`config.mk`:
```
export PLATFORM = sky130hd
export DESIGN_NAME = dsl_byte_stream_tokenizer
export DESIGN_NICKNAME = d
export VERILOG_FILES = /design/src/rtl/core/dbst_pkg.sv /design/src/rtl/core/dbst_front.sv /design/src/rtl/core/dbst_fifo.sv /design/src/rtl/core/dbst_back.sv /design/src/rtl/core/dsl_byte_stream_tokenizer.sv
export SDC_FILE = /design/constraint.sdc
export NUM_CORES = 1
export LEC_CHECK = 0
export BUFFER_PORTS_ARGS = -buffer_cell sky130_fd_sc_hd__buf_2
export CAP_MARGIN = 10
export CORE_MARGIN = 1
export CORE_UTILIZATION = 60
export CTS_BUF_LIST = sky130_fd_sc_hd__clkbuf_16
export DETAILED_ROUTE_END_ITERATION = 8
export PLACE_DENSITY_LB_ADDON = 0.25
export SYNTH_ARGS = -nofsm -noshare
export SYNTH_HDL_FRONTEND = slang
export SYNTH_SLANG_ARGS = --single-unit
```
`constraint.sdc`:
```
create_clock -name clk -period 8.7 [get_ports clk]
set_input_delay 1.74 -clock clk [delete_from_list [all_inputs] [get_ports clk]]
set_output_delay 1.74 -clock clk [all_outputs]
set_load 0.02 [all_outputs]
```
`src/rtl/core/dbst_pkg.sv`:
```
// Shared types, codes and character-class helpers for the byte stream tokenizer.
package dbst_pkg;

	localparam int OFFSET_BITS = 24;
	localparam int LINE_BITS   = 20;
	localparam int COLUMN_BITS = 16;
	localparam int CNT_BITS    = 16;
	localparam int QUEUE_DEPTH = 4;
	localparam int QPTR_BITS   = $clog2(QUEUE_DEPTH);

	typedef enum logic [4:0] {
		KIND_END   = 5'd0,
		KIND_INT   = 5'd1,
		KIND_FLOAT = 5'd2,
		KIND_IDENT = 5'd3,
		KIND_ERROR = 5'd4,
		KIND_DIAG  = 5'd28
	} kind_code_t;

	localparam logic [4:0] KIND_ARROW  = 5'd12;
	localparam logic [4:0] KIND_FATARR = 5'd13;
	localparam logic [4:0] KIND_STARAMP = 5'd14;
	localparam logic [4:0] KIND_DOTDOT = 5'd15;

	localparam logic [2:0] DIAG_NONE     = 3'd0;
	localparam logic [2:0] DIAG_BAD_CHAR = 3'd1;
	localparam logic [2:0] DIAG_UNCLOSED = 3'd2;
	localparam logic [2:0] DIAG_BAD_NUM  = 3'd3;
	localparam logic [2:0] DIAG_EMPTY_SIGIL = 3'd4;

	typedef enum logic [4:0] {
		M_IDLE, M_SKIP, M_LCOM, M_BOPEN, M_BCOM, M_BCLOSE, M_ID, M_KEBAB,
		M_DOTTED, M_JUNK, M_PFX, M_HEX, M_BIN, M_DEC, M_DOT, M_FRAC,
		M_EXPE, M_EXPSIGN, M_EXPDIG, M_TAIL
	} lex_mode_t;

	// One unit of work for the back end: a byte with its two lookahead bytes,
	// or the end-of-source finish step.
	typedef struct packed {
		logic       fin;
		logic [7:0] c;
		logic [7:0] c1;
		logic [7:0] c2;
	} step_t;

	typedef struct packed {
		logic [4:0]             kind;
		logic [2:0]             diag;
		logic [LINE_BITS-1:0]   line;
		logic [COLUMN_BITS-1:0] col;
		logic [OFFSET_BITS-1:0] off;
		logic [CNT_BITS-1:0]    span;
		logic [CNT_BITS-1:0]    text;
		logic [63:0]            value;
		logic [CNT_BITS-1:0]    cps;
		logic                   last;
	} tok_rec_t;

	function automatic logic is_digit(input logic [7:0] c);
		return (c >= "0") && (c <= "9");
	endfunction

	function automatic logic is_alpha(input logic [7:0] c);
		return ((c >= "a") && (c <= "z")) || ((c >= "A") && (c <= "Z")) || (c == "_");
	endfunction

	function automatic logic is_alnum(input logic [7:0] c);
		return is_alpha(c) || is_digit(c);
	endfunction

	function automatic logic is_hex(input logic [7:0] c);
		return is_digit(c) || ((c >= "a") && (c <= "f")) || ((c >= "A") && (c <= "F"));
	endfunction

	function automatic logic [4:0] punct1(input logic [7:0] c);
		logic [4:0] k;
		case (c)
			"[": k = 5'd16;
			"]": k = 5'd17;
			"(": k = 5'd18;
			")": k = 5'd19;
			"<": k = 5'd20;
			">": k = 5'd21;
			",": k = 5'd22;
			";": k = 5'd23;
			":": k = 5'd24;
			".": k = 5'd25;
			"*": k = 5'd26;
			"-": k = 5'd27;
			default: k = 5'd0;
		endcase
		return k;
	endfunction

	function automatic logic [4:0] sigil_kind(input logic [7:0] c);
		logic [4:0] k;
		case (c)
			"$": k = 5'd5;
			"@": k = 5'd6;
			"#": k = 5'd7;
			"^": k = 5'd8;
			"!": k = 5'd9;
			"?": k = 5'd10;
			"~": k = 5'd11;
			default: k = 5'd0;
		endcase
		return k;
	endfunction

endpackage

```
`src/rtl/core/dbst_front.sv`:
```
// Front end: lookahead window that turns input bytes into work steps.
module dbst_front (
	input  logic               clk,
	input  logic               arst_n,
	input  logic               in_valid,
	output logic               in_ready,
	input  logic [7:0]         in_byte,
	input  logic               in_end,
	input  logic               q_full,
	output logic               push,
	output dbst_pkg::step_t    push_step
);

	logic       flush_q;
	logic [1:0] cnt_q;
	logic [7:0] b0_q;
	logic [7:0] b1_q;
	logic       acc;

	assign in_ready = !flush_q && !q_full;
	assign acc      = in_valid && in_ready;

	always_comb begin
		push      = 1'b0;
		push_step = '0;
		if (flush_q && !q_full) begin
			push = 1'b1;
			case (cnt_q)
				2'd2: push_step = '{fin: 1'b0, c: b0_q, c1: b1_q, c2: 8'd0};
				2'd1: push_step = '{fin: 1'b0, c: b0_q, c1: 8'd0, c2: 8'd0};
				default: push_step = '{fin: 1'b1, c: 8'd0, c1: 8'd0, c2: 8'd0};
			endcase
		end else if (acc && !in_end && cnt_q == 2'd2) begin
			push      = 1'b1;
			push_step = '{fin: 1'b0, c: b0_q, c1: b1_q, c2: in_byte};
		end
	end

	always_ff @(posedge clk or negedge arst_n) begin
		if (!arst_n) begin
			flush_q <= 1'b0;
			cnt_q   <= 2'd0;
		end else if (flush_q) begin
			if (!q_full) begin
				if (cnt_q == 2'd0)
					flush_q <= 1'b0;
				else
					cnt_q <= cnt_q - 2'd1;
			end
		end else if (acc) begin
			if (in_end)
				flush_q <= 1'b1;
			else if (cnt_q != 2'd2)
				cnt_q <= cnt_q + 2'd1;
		end
	end

	always_ff @(posedge clk) begin
		if (flush_q && !q_full && cnt_q == 2'd2) begin
			b0_q <= b1_q;
		end else if (acc && !in_end) begin
			case (cnt_q)
				2'd0: b0_q <= in_byte;
				2'd1: b1_q <= in_byte;
				default: begin
					b0_q <= b1_q;
					b1_q <= in_byte;
				end
			endcase
		end
	end

endmodule

```
`src/rtl/core/dbst_fifo.sv`:
```
// Short step queue between the front end and the back end.
module dbst_fifo (
	input  logic            clk,
	input  logic            arst_n,
	input  logic            push,
	input  dbst_pkg::step_t din,
	output logic            full,
	input  logic            pop,
	output logic            valid,
	output dbst_pkg::step_t dout
);

	dbst_pkg::step_t                 mem [dbst_pkg::QUEUE_DEPTH];
	logic [dbst_pkg::QPTR_BITS-1:0]  wr_q;
	logic [dbst_pkg::QPTR_BITS-1:0]  rd_q;
	logic [dbst_pkg::QPTR_BITS:0]    count_q;

	assign full  = (count_q == (dbst_pkg::QPTR_BITS+1)'(dbst_pkg::QUEUE_DEPTH));
	assign valid = (count_q != '0);
	assign dout  = mem[rd_q];

	always_ff @(posedge clk) begin
		if (push)
			mem[wr_q] <= din;
	end

	always_ff @(posedge clk or negedge arst_n) begin
		if (!arst_n) begin
			wr_q    <= '0;
			rd_q    <= '0;
			count_q <= '0;
		end else begin
			if (push)
				wr_q <= wr_q + 1'b1;
			if (pop)
				rd_q <= rd_q + 1'b1;
			if (push && !pop)
				count_q <= count_q + 1'b1;
			else if (pop && !push)
				count_q <= count_q - 1'b1;
		end
	end

endmodule

```
`src/rtl/core/dbst_back.sv`:
```
// Back end: lexer state machine, position counters and the output register.
module dbst_back (
	input  logic               clk,
	input  logic               arst_n,
	input  logic               q_valid,
	input  dbst_pkg::step_t    q_step,
	output logic               pop,
	output logic               out_valid,
	input  logic               out_ready,
	output dbst_pkg::tok_rec_t out_rec
);

	localparam int LB = dbst_pkg::LINE_BITS;
	localparam int CB = dbst_pkg::COLUMN_BITS;
	localparam int OB = dbst_pkg::OFFSET_BITS;
	localparam int NB = dbst_pkg::CNT_BITS;

	dbst_pkg::lex_mode_t mode_q, mode_d;
	logic [LB-1:0] line_q, line_d, tsl_q, tsl_d;
	logic [CB-1:0] col_q, col_d, tsc_q, tsc_d;
	logic [OB-1:0] off_q, off_d, tso_q, tso_d;
	logic [NB-1:0] span_q, span_d, text_q, text_d, cps_q, cps_d;
	logic [63:0]   val_q, val_d;
	logic [4:0]    tkind_q, tkind_d;
	logic          digits_q, digits_d, r16_q, r16_d, bad_q, bad_d, flt_q, flt_d;

	logic               out_valid_q;
	dbst_pkg::tok_rec_t rec_q;
	dbst_pkg::tok_rec_t rec;
	logic               step, emit, want_num, end_rec, more;
	logic [7:0]         c, c1, c2;
	logic [4:0]         k2, kp, ks;
	logic [3:0]         dig;

	assign out_valid = out_valid_q;
	assign out_rec   = rec_q;
	assign step      = q_valid && (!out_valid_q || out_ready);
	assign c         = q_step.c;
	assign c1        = q_step.c1;
	assign c2        = q_step.c2;

	always_comb begin
		mode_d = mode_q; line_d = line_q; col_d = col_q; off_d = off_q;
		tsl_d = tsl_q; tsc_d = tsc_q; tso_d = tso_q;
		span_d = span_q; text_d = text_q; cps_d = cps_q; val_d = val_q;
		tkind_d = tkind_q; digits_d = digits_q; r16_d = r16_q;
		bad_d = bad_q; flt_d = flt_q;
		emit = 1'b0; want_num = 1'b0; end_rec = 1'b0; pop = 1'b0; more = 1'b0;
		rec = '0;
		k2 = 5'd0;
		kp = dbst_pkg::punct1(c);
		ks = dbst_pkg::sigil_kind(c);
		dig = dbst_pkg::is_digit(c) ? c[3:0] : 4'((c | 8'h20) - "a" + 8'd10);

		if (step && q_step.fin) begin
			if (mode_q == dbst_pkg::M_BOPEN || mode_q == dbst_pkg::M_BCOM) begin
				// Unclosed block comment: report at the opener, finish next pass.
				emit = 1'b1;
				rec.kind = dbst_pkg::KIND_DIAG;
				rec.diag = dbst_pkg::DIAG_UNCLOSED;
				rec.span = NB'(2);
				rec.text = NB'(2);
				mode_d = dbst_pkg::M_IDLE;
			end else begin
				pop = 1'b1;
				emit = 1'b1;
				end_rec = 1'b1;
				rec.kind = dbst_pkg::KIND_END;
				rec.line = line_q;
				rec.col = col_q;
				rec.off = off_q;
				rec.last = 1'b1;
				mode_d = dbst_pkg::M_IDLE;
				line_d = LB'(1); col_d = CB'(1); off_d = '0;
				tsl_d = LB'(1); tsc_d = CB'(1); tso_d = '0;
				span_d = '0; text_d = '0; cps_d = '0; val_d = '0;
				tkind_d = '0; digits_d = 1'b0; r16_d = 1'b0;
				bad_d = 1'b0; flt_d = 1'b0;
			end
		end else if (step) begin
			pop = 1'b1;
			off_d = (off_q == '1) ? off_q : off_q + 1'b1;
			if (c == 8'h0A) begin
				line_d = (line_q == '1) ? line_q : line_q + 1'b1;
				col_d  = CB'(1);
			end else begin
				col_d = (col_q == '1) ? col_q : col_q + 1'b1;
			end
			if (mode_q >= dbst_pkg::M_ID)
				span_d = (span_q == '1) ? span_q : span_q + 1'b1;

			case (mode_q)
				dbst_pkg::M_IDLE: begin
					if (c == " " || c == 8'h09 || c == 8'h0D || c == 8'h0A) begin
						mode_d = dbst_pkg::M_IDLE;
					end else if (c == "/" && c1 == "/") begin
						mode_d = dbst_pkg::M_LCOM;
					end else begin
						tsl_d = line_q; tsc_d = col_q; tso_d = off_q;
						span_d = NB'(1); text_d = '0; val_d = '0;
						digits_d = 1'b0; cps_d = '0; bad_d = 1'b0; flt_d = 1'b0;
						if (c == "-" && c1 == ">") k2 = KIND_ARROW_C();
						else if (c == "=" && c1 == ">") k2 = dbst_pkg::KIND_FATARR;
						else if (c == "*" && c1 == "&") k2 = dbst_pkg::KIND_STARAMP;
						else if (c == "." && c1 == ".") k2 = dbst_pkg::KIND_DOTDOT;
						if (c == "/" && c1 == "*") begin
							mode_d = dbst_pkg::M_BOPEN;
						end else if (k2 != 5'd0) begin
							emit = 1'b1;
							rec.kind = k2;
							rec.span = NB'(2);
							rec.text = NB'(2);
							mode_d = dbst_pkg::M_SKIP;
						end else if (kp != 5'd0) begin
							emit = 1'b1;
							rec.kind = kp;
							rec.span = NB'(1);
							rec.text = NB'(1);
						end else if (ks != 5'd0) begin
							tkind_d = ks;
							if (!dbst_pkg::is_alpha(c1)) begin
								emit = 1'b1;
								rec.kind = dbst_pkg::KIND_ERROR;
								rec.diag = dbst_pkg::DIAG_EMPTY_SIGIL;
								rec.span = NB'(1);
							end else if (c == "@") begin
								mode_d = dbst_pkg::M_DOTTED;
							end else if (c == "!" || c == "~") begin
								mode_d = dbst_pkg::M_KEBAB;
							end else begin
								mode_d = dbst_pkg::M_ID;
							end
						end else if (dbst_pkg::is_digit(c)) begin
							if (c == "0" && (c1 == "x" || c1 == "X")) begin
								r16_d = 1'b1;
								mode_d = dbst_pkg::M_PFX;
							end else if (c == "0" && (c1 == "b" || c1 == "B")) begin
								r16_d = 1'b0;
								mode_d = dbst_pkg::M_PFX;
							end else begin
								val_d = 64'(c[3:0]);
								dec_step();
							end
						end else if (dbst_pkg::is_alpha(c)) begin
							tkind_d = dbst_pkg::KIND_IDENT;
							text_d = NB'(1);
							mode_d = dbst_pkg::M_ID;
							more = dbst_pkg::is_alnum(c1);
							if (!more) begin
								emit = 1'b1;
								rec.kind = dbst_pkg::KIND_IDENT;
								rec.span = span_d;
								rec.text = text_d;
								mode_d = dbst_pkg::M_IDLE;
							end
						end else if (c[7]) begin
							cps_d = (c[7:6] != 2'b10) ? NB'(1) : '0;
							if (c1[7]) begin
								mode_d = dbst_pkg::M_JUNK;
							end else begin
								emit = 1'b1;
								rec.kind = dbst_pkg::KIND_DIAG;
								rec.diag = dbst_pkg::DIAG_BAD_CHAR;
								rec.span = NB'(1);
								rec.text = NB'(1);
								rec.cps = cps_d;
							end
						end else begin
							emit = 1'b1;
							rec.kind = dbst_pkg::KIND_DIAG;
							rec.diag = dbst_pkg::DIAG_BAD_CHAR;
							rec.span = NB'(1);
							rec.text = NB'(1);
						end
					end
				end
				dbst_pkg::M_SKIP, dbst_pkg::M_BCLOSE: mode_d = dbst_pkg::M_IDLE;
				dbst_pkg::M_LCOM: if (c == 8'h0A) mode_d = dbst_pkg::M_IDLE;
				dbst_pkg::M_BOPEN: mode_d = dbst_pkg::M_BCOM;
				dbst_pkg::M_BCOM: if (c == "*" && c1 == "/") mode_d = dbst_pkg::M_BCLOSE;
				dbst_pkg::M_ID, dbst_pkg::M_KEBAB, dbst_pkg::M_DOTTED: begin
					text_d = (text_q == '1) ? text_q : text_q + 1'b1;
					more = dbst_pkg::is_alnum(c1)
						|| (mode_q == dbst_pkg::M_KEBAB && c1 == "-" && dbst_pkg::is_alnum(c2))
						|| (mode_q == dbst_pkg::M_DOTTED && c1 == "." && dbst_pkg::is_alpha(c2));
					if (!more) begin
						emit = 1'b1;
						rec.kind = tkind_q;
						rec.span = span_d;
						rec.text = text_d;
						mode_d = dbst_pkg::M_IDLE;
					end
				end
				dbst_pkg::M_JUNK: begin
					if (c[7:6] != 2'b10)
						cps_d = (cps_q == '1) ? cps_q : cps_q + 1'b1;
					if (!c1[7]) begin
						emit = 1'b1;
						rec.kind = dbst_pkg::KIND_DIAG;
						rec.diag = dbst_pkg::DIAG_BAD_CHAR;
						rec.span = span_d;
						rec.text = span_d;
						rec.cps = cps_d;
						mode_d = dbst_pkg::M_IDLE;
					end
				end
				dbst_pkg::M_PFX: begin
					mode_d = r16_q ? dbst_pkg::M_HEX : dbst_pkg::M_BIN;
					radix_step();
				end
				dbst_pkg::M_HEX, dbst_pkg::M_BIN: begin
					if (c != "_") begin
						val_d = r16_q ? {val_q[59:0], dig} : {val_q[62:0], dig[0]};
						digits_d = 1'b1;
					end
					radix_step();
				end
				dbst_pkg::M_DEC: begin
					if (dbst_pkg::is_digit(c))
						val_d = {val_q[60:0], 3'b000} + {val_q[62:0], 1'b0} + 64'(c[3:0]);
					dec_step();
				end
				dbst_pkg::M_DOT: begin
					if (dbst_pkg::is_digit(c1)) begin
						flt_d = 1'b1;
						mode_d = dbst_pkg::M_FRAC;
					end else begin
						bad_d = 1'b1;
						exp_step();
					end
				end
				dbst_pkg::M_FRAC: if (!(dbst_pkg::is_digit(c1) || c1 == "_")) exp_step();
				dbst_pkg::M_EXPE: begin
					if (dbst_pkg::is_digit(c1)
						|| ((c1 == "+" || c1 == "-") && dbst_pkg::is_digit(c2))) begin
						flt_d = 1'b1;
						mode_d = (c1 == "+" || c1 == "-") ? dbst_pkg::M_EXPSIGN
							: dbst_pkg::M_EXPDIG;
					end else begin
						bad_d = 1'b1;
						if (dbst_pkg::is_alnum(c1)) mode_d = dbst_pkg::M_TAIL;
						else want_num = 1'b1;
					end
				end
				dbst_pkg::M_EXPSIGN: mode_d = dbst_pkg::M_EXPDIG;
				dbst_pkg::M_EXPDIG: if (!dbst_pkg::is_digit(c1)) tail_step();
				dbst_pkg::M_TAIL: if (!dbst_pkg::is_alnum(c1)) want_num = 1'b1;
				default: mode_d = dbst_pkg::M_IDLE;
			endcase

			if (want_num) begin
				emit = 1'b1;
				mode_d = dbst_pkg::M_IDLE;
				rec.span = span_d;
				rec.text = span_d;
				if (bad_d) begin
					rec.kind = dbst_pkg::KIND_ERROR;
					rec.diag = dbst_pkg::DIAG_BAD_NUM;
				end else if (flt_d) begin
					rec.kind = dbst_pkg::KIND_FLOAT;
				end else begin
					rec.kind = dbst_pkg::KIND_INT;
					rec.value = val_d;
				end
			end
		end

		if (!end_rec) begin
			rec.line = tsl_d;
			rec.col = tsc_d;
			rec.off = tso_d;
		end
	end

	function automatic logic [4:0] KIND_ARROW_C();
		return dbst_pkg::KIND_ARROW;
	endfunction

	// Number suffix checks. They only touch mode_d, bad_d and want_num.
	task automatic tail_step();
		if (dbst_pkg::is_alpha(c1)) begin
			bad_d = 1'b1;
			mode_d = dbst_pkg::M_TAIL;
		end else begin
			want_num = 1'b1;
		end
	endtask

	task automatic exp_step();
		if (c1 == "e" || c1 == "E") mode_d = dbst_pkg::M_EXPE;
		else tail_step();
	endtask

	task automatic dec_step();
		if (dbst_pkg::is_digit(c1) || c1 == "_") mode_d = dbst_pkg::M_DEC;
		else if (c1 == "." && c2 != ".") mode_d = dbst_pkg::M_DOT;
		else exp_step();
	endtask

	task automatic radix_step();
		logic ok;
		ok = r16_q ? dbst_pkg::is_hex(c1) : (c1 == "0" || c1 == "1");
		if (!(ok || c1 == "_")) begin
			if (!digits_d) bad_d = 1'b1;
			tail_step();
		end
	endtask

	always_ff @(posedge clk or negedge arst_n) begin
		if (!arst_n) begin
			mode_q <= dbst_pkg::M_IDLE;
			line_q <= LB'(1); col_q <= CB'(1); off_q <= '0;
			tsl_q <= LB'(1); tsc_q <= CB'(1); tso_q <= '0;
			span_q <= '0; text_q <= '0; cps_q <= '0; val_q <= '0;
			tkind_q <= '0; digits_q <= 1'b0; r16_q <= 1'b0;
			bad_q <= 1'b0; flt_q <= 1'b0;
			out_valid_q <= 1'b0;
		end else begin
			mode_q <= mode_d;
			line_q <= line_d; col_q <= col_d; off_q <= off_d;
			tsl_q <= tsl_d; tsc_q <= tsc_d; tso_q <= tso_d;
			span_q <= span_d; text_q <= text_d; cps_q <= cps_d; val_q <= val_d;
			tkind_q <= tkind_d; digits_q <= digits_d; r16_q <= r16_d;
			bad_q <= bad_d; flt_q <= flt_d;
			if (emit)
				out_valid_q <= 1'b1;
			else if (out_ready)
				out_valid_q <= 1'b0;
		end
	end

	always_ff @(posedge clk) begin
		if (emit)
			rec_q <= rec;
	end

	a_last_is_end: assert property (@(posedge clk) disable iff (!arst_n)
		out_valid_q && rec_q.last |-> rec_q.kind == dbst_pkg::KIND_END)
		else $error("end flag on a record that is not the end token");

	a_diag_kind: assert property (@(posedge clk) disable iff (!arst_n)
		out_valid_q && rec_q.diag != dbst_pkg::DIAG_NONE
		|-> rec_q.kind == dbst_pkg::KIND_ERROR || rec_q.kind == dbst_pkg::KIND_DIAG)
		else $error("diagnostic code on a plain token");

	a_finish_resets: assert property (@(posedge clk) disable iff (!arst_n)
		pop && q_step.fin |=> mode_q == dbst_pkg::M_IDLE && off_q == '0 && line_q == LB'(1))
		else $error("state not back to start after the end token");

endmodule

```
`src/rtl/core/dsl_byte_stream_tokenizer.sv`:
```
// Top level of the byte stream tokenizer: front end, step queue and back end.
//
//  channel | dir | handshake         | payload
//  s       | in  | s_tvalid/s_tready | s_tdata[7:0] source_byte, s_tlast end_of_source
//  m       | out | m_tvalid/m_tready | m_tdata token position and values,
//          |     |                   | m_tuser kind and diag code, m_tlast end token
//
// One source byte is taken per cycle while s_tready is high; it drops when the step
// queue is full. A byte reaches the back end once two more bytes have arrived behind
// it, so records lag the input by two bytes plus the queue and the output register.
// The end-of-source request makes the front end drain its held bytes (up to two)
// and then the finish step, during which s_tready is low; an unclosed block comment
// adds its own record before the end token. Each back-end step yields at most one
// record, so the back end stalls only while the output register is full and not
// taken. Reset clears the control state at once; there is no clearing pass.
module dsl_byte_stream_tokenizer (
	input  logic         clk,
	input  logic         arst_n,
	input  logic         s_tvalid,
	output logic         s_tready,
	input  logic [7:0]   s_tdata,  // [7:0] source_byte
	input  logic         s_tlast,  // end_of_source
	output logic         m_tvalid,
	input  logic         m_tready,
	// [19:0] start_line, [35:20] start_column, [59:36] start_offset,
	// [75:60] span_length, [91:76] text_length, [155:92] int_value,
	// [171:156] codepoint_count, [175:172] zero
	output logic [175:0] m_tdata,
	output logic [7:0]   m_tuser,  // [4:0] token_kind, [7:5] diag_code
	output logic         m_tlast   // last
);

	logic               q_full, push, pop, q_valid;
	dbst_pkg::step_t    push_step, q_step;
	dbst_pkg::tok_rec_t rec;

	dbst_front u_front (
		.clk       (clk),
		.arst_n    (arst_n),
		.in_valid  (s_tvalid),
		.in_ready  (s_tready),
		.in_byte   (s_tdata),
		.in_end    (s_tlast),
		.q_full    (q_full),
		.push      (push),
		.push_step (push_step)
	);

	// The queue lets the front end keep taking bytes while a record waits.
	dbst_fifo u_fifo (
		.clk    (clk),
		.arst_n (arst_n),
		.push   (push),
		.din    (push_step),
		.full   (q_full),
		.pop    (pop),
		.valid  (q_valid),
		.dout   (q_step)
	);

	dbst_back u_back (
		.clk       (clk),
		.arst_n    (arst_n),
		.q_valid   (q_valid),
		.q_step    (q_step),
		.pop       (pop),
		.out_valid (m_tvalid),
		.out_ready (m_tready),
		.out_rec   (rec)
	);

	assign m_tdata = {4'b0000, rec.cps, rec.value, rec.text, rec.span,
		rec.off, rec.col, rec.line};
	assign m_tuser = {rec.diag, rec.kind};
	assign m_tlast = rec.last;

endmodule

```
* Yosys cells after proc, flatten, opt, wreduce, memory -nomap -nowiden
Memories as Yosys holds them, arrays and structs flattened. Index checks and enable logic that the tools add are counted.
Operators by class: reduce and logical (&&, ||, !) cells 106, eq/ne operators 104, bitwise logic cells 4, add/sub/neg operators 16, mux-type cells 349, order comparisons 21
Operator list (count):
- $mux 64 | 16
- $mux 16 | 54
- $mux 32 | 10
- $mux 5 | 58
- $mux 24 | 11
- $mux 20 | 11
- $eq 8x6->1 const B | 27
- $pmux 64 s3 | 1
- $mux 8 | 23
- $mux 60 | 3
- $mux 1 | 116
- $eq 8x7->1 const B | 14
- $mux 112 | 1
- $mux 96 | 1
- $pmux 16 s2 | 3
- $pmux 32 s3 | 1
- $pmux 5 s15 | 1
- $add 16x1->16 const B | 4
- $add 64x4->64 | 1
- $add 64x64->64 | 1
- $eq 16x16->1 const B | 4
- $le 8x7->1 const B | 8
- $pmux 5 s12 | 1
- $mux 17 | 3
- other kinds (69) | 227
Word-level totals: memories kept 1, logic and storage cells 635, register bits 454, memory bits (writable) 100, output and inout bits 187, input bits 13
Memories:
- u_fifo.mem | words 4, bits a word 25, rd ports 1, clocked after Yosys merged registers in 0, wr ports 1, line dbst_fifo.sv:13 | dbst_pkg::step_t mem [dbst_pkg::QUEUE_DEPTH];

* Depth between registers and ports, before layout
Gate-level depths: netlist of run 1. An unclocked memory read counts as a cell.
depth in word-level cells 33, gate-level depth with buffers 20, mapped depth without buffers 16

* By module
From an unflattened synthesis of run 1, not the netlist that was laid out.
Unflattened totals: cell total of the unflattened synthesis 2977, area, all modules 31049.8 um^2
Modules (own cells, without submodules):
- dbst_back | instances 1, sequential area each 11596.1 um^2, area an instance 25886.1 um^2, cells an instance 2712
- dbst_fifo | instances 1, sequential area each 3178.0 um^2, area an instance 4050.1 um^2, cells an instance 165
- dbst_front | instances 1, sequential area each 555.5 um^2, area an instance 1079.8 um^2, cells an instance 95
- dsl_byte_stream_tokenizer | instances 1, sequential area each 0.0 um^2, area an instance 33.8 um^2, cells an instance 5

* Least setup slack after synthesis of run 1
OpenSTA, ideal clock, no wires.
path kind reg2reg, from register u_fifo.rd_q[0] (netlist bit), to register u_back.rec_q, in the netlist u_back.out_rec[0] (enable), required time 8167 ps, cell stages (with the launch flop) 18, arrival time 7064 ps, buffers on the path 5, path slack 1102 ps, cells stage by stage dfrtp_1 > buf_6 > buf_6 > buf_2 > mux4_2 > ha_1 > buf_2 > mux2_2 > a32oi_1 > o211ai_2 > nor2_2 > nand3_1 > o21ai_1 > a22oi_1 > buf_2 > and2_1 > a21o_1 > inv_1
On the way: longest elaborated chain between the ends 24, elaborated cells between the ends (all ways) 167
Ends and longest elaborated chain:
- start, declared | line dbst_fifo.sv:15 | logic [dbst_pkg::QPTR_BITS-1:0] rd_q;
- start signal, assigned | line dbst_fifo.sv:36 | rd_q <= rd_q + 1'b1;
- $mem_v2 4x25 *
- $ge 8x7->1 / $le 8x7->1 (equally long branches) | line dbst_pkg.sv:64, dbst_pkg.sv:72
- $logic_and 1x1->1 | line dbst_pkg.sv:64 | return ((c >= "a") && (c <= "z")) || ((c >= "A") && (c <= "Z")) || (c == "_");
- $logic_or 1x1->1 (2 in a row) | line dbst_pkg.sv:64
- $mux 1 | line dbst_back.sv:121, dbst_back.sv:281
- $mux 1 | line dbst_back.sv:290 | if (c1 == "e" || c1 == "E") mode_d = dbst_pkg::M_EXPE;
- $mux 1 | line dbst_back.sv:296 | else if (c1 == "." && c2 != ".") mode_d = dbst_pkg::M_DOT;
- $mux 1 | line dbst_back.sv:295 | if (dbst_pkg::is_digit(c1) || c1 == "_") mode_d = dbst_pkg::M_DEC;
- (+8 left out)
- $mux 1 | line dbst_back.sv:94 | if (c == " " || c == 8'h09 || c == 8'h0D || c == 8'h0A) begin
- $pmux 1 s8 | line dbst_back.sv:92 | case (mode_q)
- $mux 1 | line dbst_back.sv:80 | end else if (step) begin
- $mux 1 | line dbst_back.sv:55 | if (step && q_step.fin) begin
- $mux 1 | line dbst_back.sv:251 | if (want_num) begin
- $mux 1 | line dbst_back.sv:80
- $mux 1 * | line dbst_back.sv:55
- via u_back.emit | line dbst_back.sv:30 | logic step, emit, want_num, end_rec, more;
- end signal, assigned | line dbst_back.sv:334 | rec_q <= rec;
- end, declared | line dbst_back.sv:28 | dbst_pkg::tok_rec_t rec_q;
The timed path passes the listed nets; every way through them passes the cells marked *. The select of a mux whose other input is x is not followed. A chain may end at the register's enable or synchronous reset.

* Worst setup path in the final report of run 1
from register u_fifo.rd_q[1] (netlist bit), to register u_back.rec_q, in the netlist u_back.out_rec[71] (enable)
Same word-level chain as after synthesis.

==> flow_summary.json, run 1 <==
{
  "routedWlPerCell_um": 22.1,
  "p_int_w": 0.00666,
  "drc": 0,
  "switching_share": 0.447,
  "synth_warnings": 0,
  "grt_max_degree": 166,
  "dieArea_um2": 53200,
  "yosysSeqAreaShare": 0.489,
  "ys_async_sr_fraction": 0.463,
  "cpMaxStageDelayCell": "a41oi_2",
  "met2_usage": 0.496,
  "grt_use_met1": 0.463,
  "max-slew-margin-rel": 0.139,
  "crit_chain": "buf_4 > mux4_2 > inv_1 > ha_1 > nor2_1 > o21ai_0 > nand2_1 > a41oi_2 > nand3_1 > o21ai_1 > a22oi_1 > and2_1 > a21o_1 > inv_8 > buf_4",
  "synth-edff-count": 297,
  "crit_arrival_ns": 6.56,
  "max_stage_delay_ns": 0.65,
  "post_cts_buffers": 0,
  "critPathLaunchType": "flip-flop",
  "grt_pass1_vias": 24125,
  "tns_ns": 0,
  "fmax_mhz": 158,
  "pwr-share-clk": 0.207,
  "power.density_nw_per_um2": 347,
  "ant_nets": 0,
  "hold_buffers": 0,
  "gp_congestion": 0.985,
  "cts_inserted_buffers": 56,
  "period_minus_slack_ns": 6.32,
  "num_rows": 83,
  "slew_violations": 0,
  "ys.flop_type": "edfxtp_1",
  "hpwl_um": 58500,
  "insertion_delay_ns": 0.62,
  "synth_commonest_cells": "edfxtp_1, nor2_1, nand2_1",
  "status": "complete, no violations",
  "report.final.hold_viol_count": 0,
  "end_kind": "flip-flop",
  "leakage_nw": 14.9,
  "vias": 25169,
  "synth_most_common_cell": "edfxtp_1",
  "syn_inst": 3036,
  "rsz0062_at_grt": "no",
  "globalRouteMet3Util": 0.0440,
  "port_buffers": 195,
  "io-pin-count": 200,
  "detail_route.iter0.violations": 2644,
  "cts_tree": "yes",
  "cts-root-buf": "clkbuf_16",
  "antenna_found_initial": 0,
  "ys_types": 104,
  "fin_crit_sh": 0.726,
  "p_sw_w": 0.00539,
  "tightest_slew_ns": 1.26,
  "grt_usage": 0.318,
  "overflow": 0,
  "ys_seq_elements": 553,
  "netlist.area_leader.share": 0.284,
  "worstHoldPathType": "flip-flop to flip-flop",
  "avgSynthCellArea_um2": 10.3,
  "path_common_cell": "buf_4",
  "cts.reportedPaths.clkPinSlew_ns": 0.06,
  "yosysTopAreaCell": "edfxtp_1",
  "drt-total-wl_um": 85600,
  "avgViaCountPerCell": 6.50,
  "cts.path.max_buffers": 3,
  "die_w_um": 231,
  "fin_skew_ns": 0.0155,
  "grt_pass1_wl_um": 135000,
  "grt-busiest-layer": "met2",
  "ir_drop_v": 0.000583,
  "htree_levels": 2,
  "maxCapViolations": 0,
  "crit_type": "flip-flop to flip-flop",
  "report.final.setup_viol": 0,
  "netlist_area_um2": 31400,
  "seq_power_share": 0.347,
  "path_max_fanout": 146,
  "synthTopCellsByArea": "edfxtp_1, dfrtp_1, ha_1",
  "p_comb_frac": 0.446,
  "crit_required_ns": 8.95,
  "ctsResizeCount": 0,
  "n_antenna_cell": 0,
  "drive_gt1_frac": 0.136,
  "core_um2": 51500,
  "firstDrtPassIters": 6,
  "start_util": 0.609,
  "post-route-util": 0.674,
  "area_delta_synth_final_pct": 10.7,
  "cts.sinks": 553,
  "die_h_um": 231,
  "nets": 3304
}
==> kinds of logic (layout without fill, tap and decap cells) <==
logic type	after synthesis	count (layout)	synth area share
adder cells (fa/ha/maj)	144	144	0.0581
buffers and inverters	221	377	0.0287
AO/OA/AOI/OAI	841	841	0.181
AND/OR/NAND/NOR	1028	1028	0.158
flip-flops	553	553	0.489
other	1	4	0.000120
XOR/XNOR	142	142	0.0396
multiplexers	106	106	0.0460
==> routing by layer <==
metal	vias up	share of wire
met3	160	0.071
li1	11572	-
met1	12384	0.44
met4	0	0.028
met2	1053	0.46
met5	-	0
==> final timing paths <==
check                                   from                 end  slack [ns]  cells after the start
hold / removal             u_back.tkind_q[1]   u_back.tkind_q[1]        0.49                      2
setup reg to reg              u_fifo.rd_q[1]  u_back.out_rec[71]        2.38                     15
setup / recovery              u_fifo.rd_q[1]  u_back.out_rec[71]        2.38                     15
hold reg to reg            u_back.tkind_q[1]   u_back.tkind_q[1]        0.49                      2
min in group asynchronous             arst_n     u_back.cps_q[7]        1.16                      1
max in group asynchronous             arst_n        u_back.r16_q        6.06                      2
==> cells in the final DEF (no fill, tap or decap), drive strengths merged, types with 36 or more instances in the layout <==
master,instances
clkbuf,57
nor3,56
nand3,109
nor2b,40
o31ai,36
inv,63
nor2,292
o21ai,205
ha,141
xnor2,57
nand2,280
edfxtp,297
and2,48
buf,228
a22o,67
a21oi,166
mux2,45
a21o,110
dfrtp,252
xor2,85
and3,40
nand4,52
==> cell type report <==
type | count | area [µm²]
Multi-Input combinational cell | 2265 | 15200
Clock buffer | 57 | 1430
Timing Repair Buffer | 228 | 1250
Tap cell | 680 | 851
Inverter | 43 | 169
Clock inverter | 49 | 499
Sequential cell | 553 | 15300
Fill cell | 3989 | 16800
==> power by group through the flow <==
stage / Combinational, W / Sequential, W / Clock [W]
after global routing: 0.00574 / 0.00424 / 0.00263
after detailed placement: 0.00530 / 0.00423 / 0
after floorplan: 0.00298 / 0.00472 / 0
final: 0.00538 / 0.00418 / 0.00249
after global placement: 0.00521 / 0.00420 / 0
after CTS: 0.00532 / 0.00419 / 0.00253
==> worst max-delay path, delay by kind of cell, from the launching register on <==
kind | cells | cell delay [ns]
buf+inv | 4 | 1.73
compound gates | 5 | 1.55
simple gates | 4 | 0.95
flops | 1 | 0.63
mux | 1 | 0.47
fa+ha+maj | 1 | 0.39
==> stage by stage <==
stage          instance area, µm²  std cells  power (W)  worst slack, ns  hold WS [ns]
2_1_floorplan               31400       3039    0.00770             1.10         0.450
3_3_place_gp                32800       3769    0.00941             2.66         0.477
3_5_place_dp                32800       3769    0.00953             2.47         0.481
4_1_cts                     34700       3875     0.0120             2.45         0.496
5_1_grt                     34700       3875     0.0126             1.90         0.519
6_report                    34700       3875     0.0121             2.38         0.491
==> flip-flops by register name (all words and copies together) (netlist names), 4 cells and up <==
| signal | cells |
|---|---|
| u_front.b1_q | 8 |
| u_back.mode_q | 5 |
| u_back.tsl_q | 20 |
| u_back.line_q | 20 |
| u_front.b0_q | 8 |
| u_back.off_q | 24 |
| u_back.tkind_q | 4 |
| u_back.span_q | 16 |
| u_back.tso_q | 24 |
| u_back.cps_q | 16 |
| u_fifo.mem | 100 |
| u_back.val_q | 64 |
| u_back.col_q | 16 |
| u_back.out_rec | 181 |
| u_back.tsc_q | 16 |
| u_back.text_q | 16 |
No activity file was read; power rests on OpenSTA's default activity.
==> inputs of run 2 (changes only) <==
CORE_UTILIZATION = 56   (was 60)
clock period = 5.81 ns   (was 8.7 ns; I/O delays follow)
==> run 2 against run 1 <==
First-iteration DRC count rose by 0.68%. Sequential power rose by 50%. Clock power increased by 52%. Total power increased by 52%. Critical path type unchanged. Clock skew up 0.010 ns. Critical endpoint is now u_back.out_rec[133]. Cell area grew 1.1%. Critical path depth shrank 2. Largest cell class unchanged. Cell count grew 2.6%. Utilization is 3.8 points lower. Die area increased by 7.1%. Worst hold slack gained 0.0055 ns. Maximum frequency rose by 19%.
==> flow_summary.json, run 2 (synthesized netlist as in run 1, its figures left out) <==
{
  "status": "complete, no violations",
  "crit_required_ns": 6.05,
  "path_max_fanout": 87,
  "power.density_nw_per_um2": 521,
  "max-slew-margin-rel": 0.228,
  "fmax_mhz": 189,
  "area_delta_synth_final_pct": 11.8,
  "port_buffers": 195,
  "dr_wl_met3_um": 6080,
  "dieArea_um2": 57000,
  "grt_pass1_wl_um": 137000,
  "period_minus_slack_ns": 5.29,
  "gp_congestion": 0.996,
  "fin_skew_ns": 0.0259,
  "crit_type": "flip-flop to flip-flop",
  "rsz0062_at_grt": "no",
  "firstDrtPassIters": 7,
  "hpwl_um": 61200,
  "pwr-share-clk": 0.207,
  "cts-root-buf": "clkbuf_16",
  "p_int_w": 0.0102,
  "avgViaCountPerCell": 6.39,
  "wl_met2_um": 41300,
  "cts_inserted_buffers": 58,
  "htree_levels": 2,
  "cts.reportedPaths.clkPinSlew_ns": 0.07,
  "worstHoldPathType": "input port to async pin",
  "maxCapViolations": 0,
  "io-pin-count": 200,
  "cts_tree": "yes",
  "overflow": 0,
  "wl_met1_um": 37200,
  "nets": 3333,
  "die_h_um": 239,
  "grt_pass1_vias": 24407,
  "tightest_slew_ns": 1.16,
  "grt_usage": 0.303,
  "report.final.setup_viol": 0,
  "reg2reg_to": "u_back.out_rec[133]",
  "detail_route.iter0.violations": 2662,
  "switching_share": 0.443,
  "end_kind": "flip-flop",
  "routedWlPerCell_um": 22.0,
  "power_w": 0.0183,
  "mostFrequentLayoutCells": "edfxtp_1, nor2_1, nand2_1, dfrtp_1, o21ai_0",
  "post_cts_buffers": 0,
  "vias": 25411,
  "drt-total-wl_um": 87300,
  "seq_power_share": 0.342,
  "cts.path.max_buffers": 3,
  "hold_buffers": 0,
  "ctsResizeCount": 0,
  "core_um2": 55200,
  "p_sw_w": 0.00811,
  "insertion_delay_ns": 0.64,
  "slew_violations": 0,
  "place_ws_ns": 0.560,
  "final_common_cell": "edfxtp_1",
  "fin_ws_ns": 0.524,
  "crit_arrival_ns": 5.52,
  "leakage_nw": 15.0,
  "fin_crit_sh": 0.910,
  "top_layer": "met5",
  "rr_worst_depth": 13,
  "start_util": 0.568,
  "report.final.hold_viol_count": 0,
  "largest_reg_flops": 181,
  "ir_drop_v": 0.000638,
  "r2r_slack_ns": 0.52,
  "antenna_found_initial": 1,
  "die_w_um": 239,
  "critPathLaunchType": "flip-flop",
  "rr_startpoint": "u_fifo.rd_q[0]",
  "ant_nets": 0,
  "p_comb_frac": 0.451,
  "drc": 0,
  "grt_max_degree": 130,
  "num_rows": 86,
  "n_antenna_cell": 0,
  "drive_gt1_frac": 0.144,
  "cts.sinks": 553
}
run 2: cell count changes in the layout (fill, tap and decap cells not counted), moves of 2 or more:
cell | before | now
buf_4 | 32 | 57
clkinv_4 | 5 | 3
inv_1 | 51 | 49
buf_12 | 1 | 3
clkinv_1 | 7 | 17
inv_6 | 6 | 1
clkinvlp_4 | 4 | 2
inv_8 | 3 | 1
clkbuf_16 | 57 | 60
clkinv_2 | 4 | 9
run 2: worst max path at each step:
stage                   startpoint                   to  cells after the start
floorplan           u_fifo.rd_q[0]    u_back.out_rec[0]                     18
global placement    u_fifo.rd_q[0]  u_back.out_rec[166]                     13
detailed placement  u_fifo.rd_q[0]  u_back.out_rec[114]                     13
CTS                 u_fifo.rd_q[0]  u_back.out_rec[114]                     13
global route        u_fifo.rd_q[0]    u_back.out_rec[0]                     13
finish              u_fifo.rd_q[0]  u_back.out_rec[133]                     13
run 2: stage by stage:
step | hold WS (ns) | setup TNS (ns) | cell area (µm²) | utilization | instances
after floorplan | 0.450 | -73.08 | 31500 | - | 3039
after global placement | 0.475 | 0 | 33200 | 0.601 | 3864
after detailed placement | 0.482 | 0 | 33200 | 0.601 | 3864
after CTS | 0.500 | 0 | 35100 | 0.636 | 3974
after global routing | 0.513 | 0 | 35100 | 0.636 | 3974
final | 0.496 | 0 | 35100 | 0.636 | 3974
run 2: area by class of cell:
type	instances	area (µm²)
inverters	43	165
fillers	4388	20100
multi-input cells	2265	15200
repair buffers	255	1470
well taps	748	936
flip-flops and latches	553	15300
clock inverters	50	440
clock buffers	60	1500
run 2: critical path: stages, from the launching register on:
cell and delay, ns:
dfrtp_1 0.53, buf_4 0.37, mux4_2 0.69, nor2_1 0.24, a311o_1 0.21, o22ai_2 0.16
and2b_1 0.30, a21boi_1 0.44, and2_1 0.39, nor2_1 0.12, and2_4 0.18, a21o_1 0.21
clkinvlp_4 0.10, buf_4 0.79
run 2: power by group through the flow:
stage               clock network [W]  logic (W)  registers [W]
finish                        0.00378    0.00825        0.00626
global route                  0.00397    0.00883        0.00635
CTS                           0.00383    0.00822        0.00626
detailed placement                  0    0.00819        0.00632
global placement                    0    0.00810        0.00628
floorplan                           0    0.00454        0.00699
run 2: metal layers:
| metal | GRT usage | vias to the layer above |
|---|---|---|
| met3 | 0.0448 | 201 |
| met5 | 0 | - |
| met4 | 0.102 | 2 |
| li1 | - | 11615 |
| met2 | 0.489 | 1066 |
| met1 | 0.419 | 12527 |
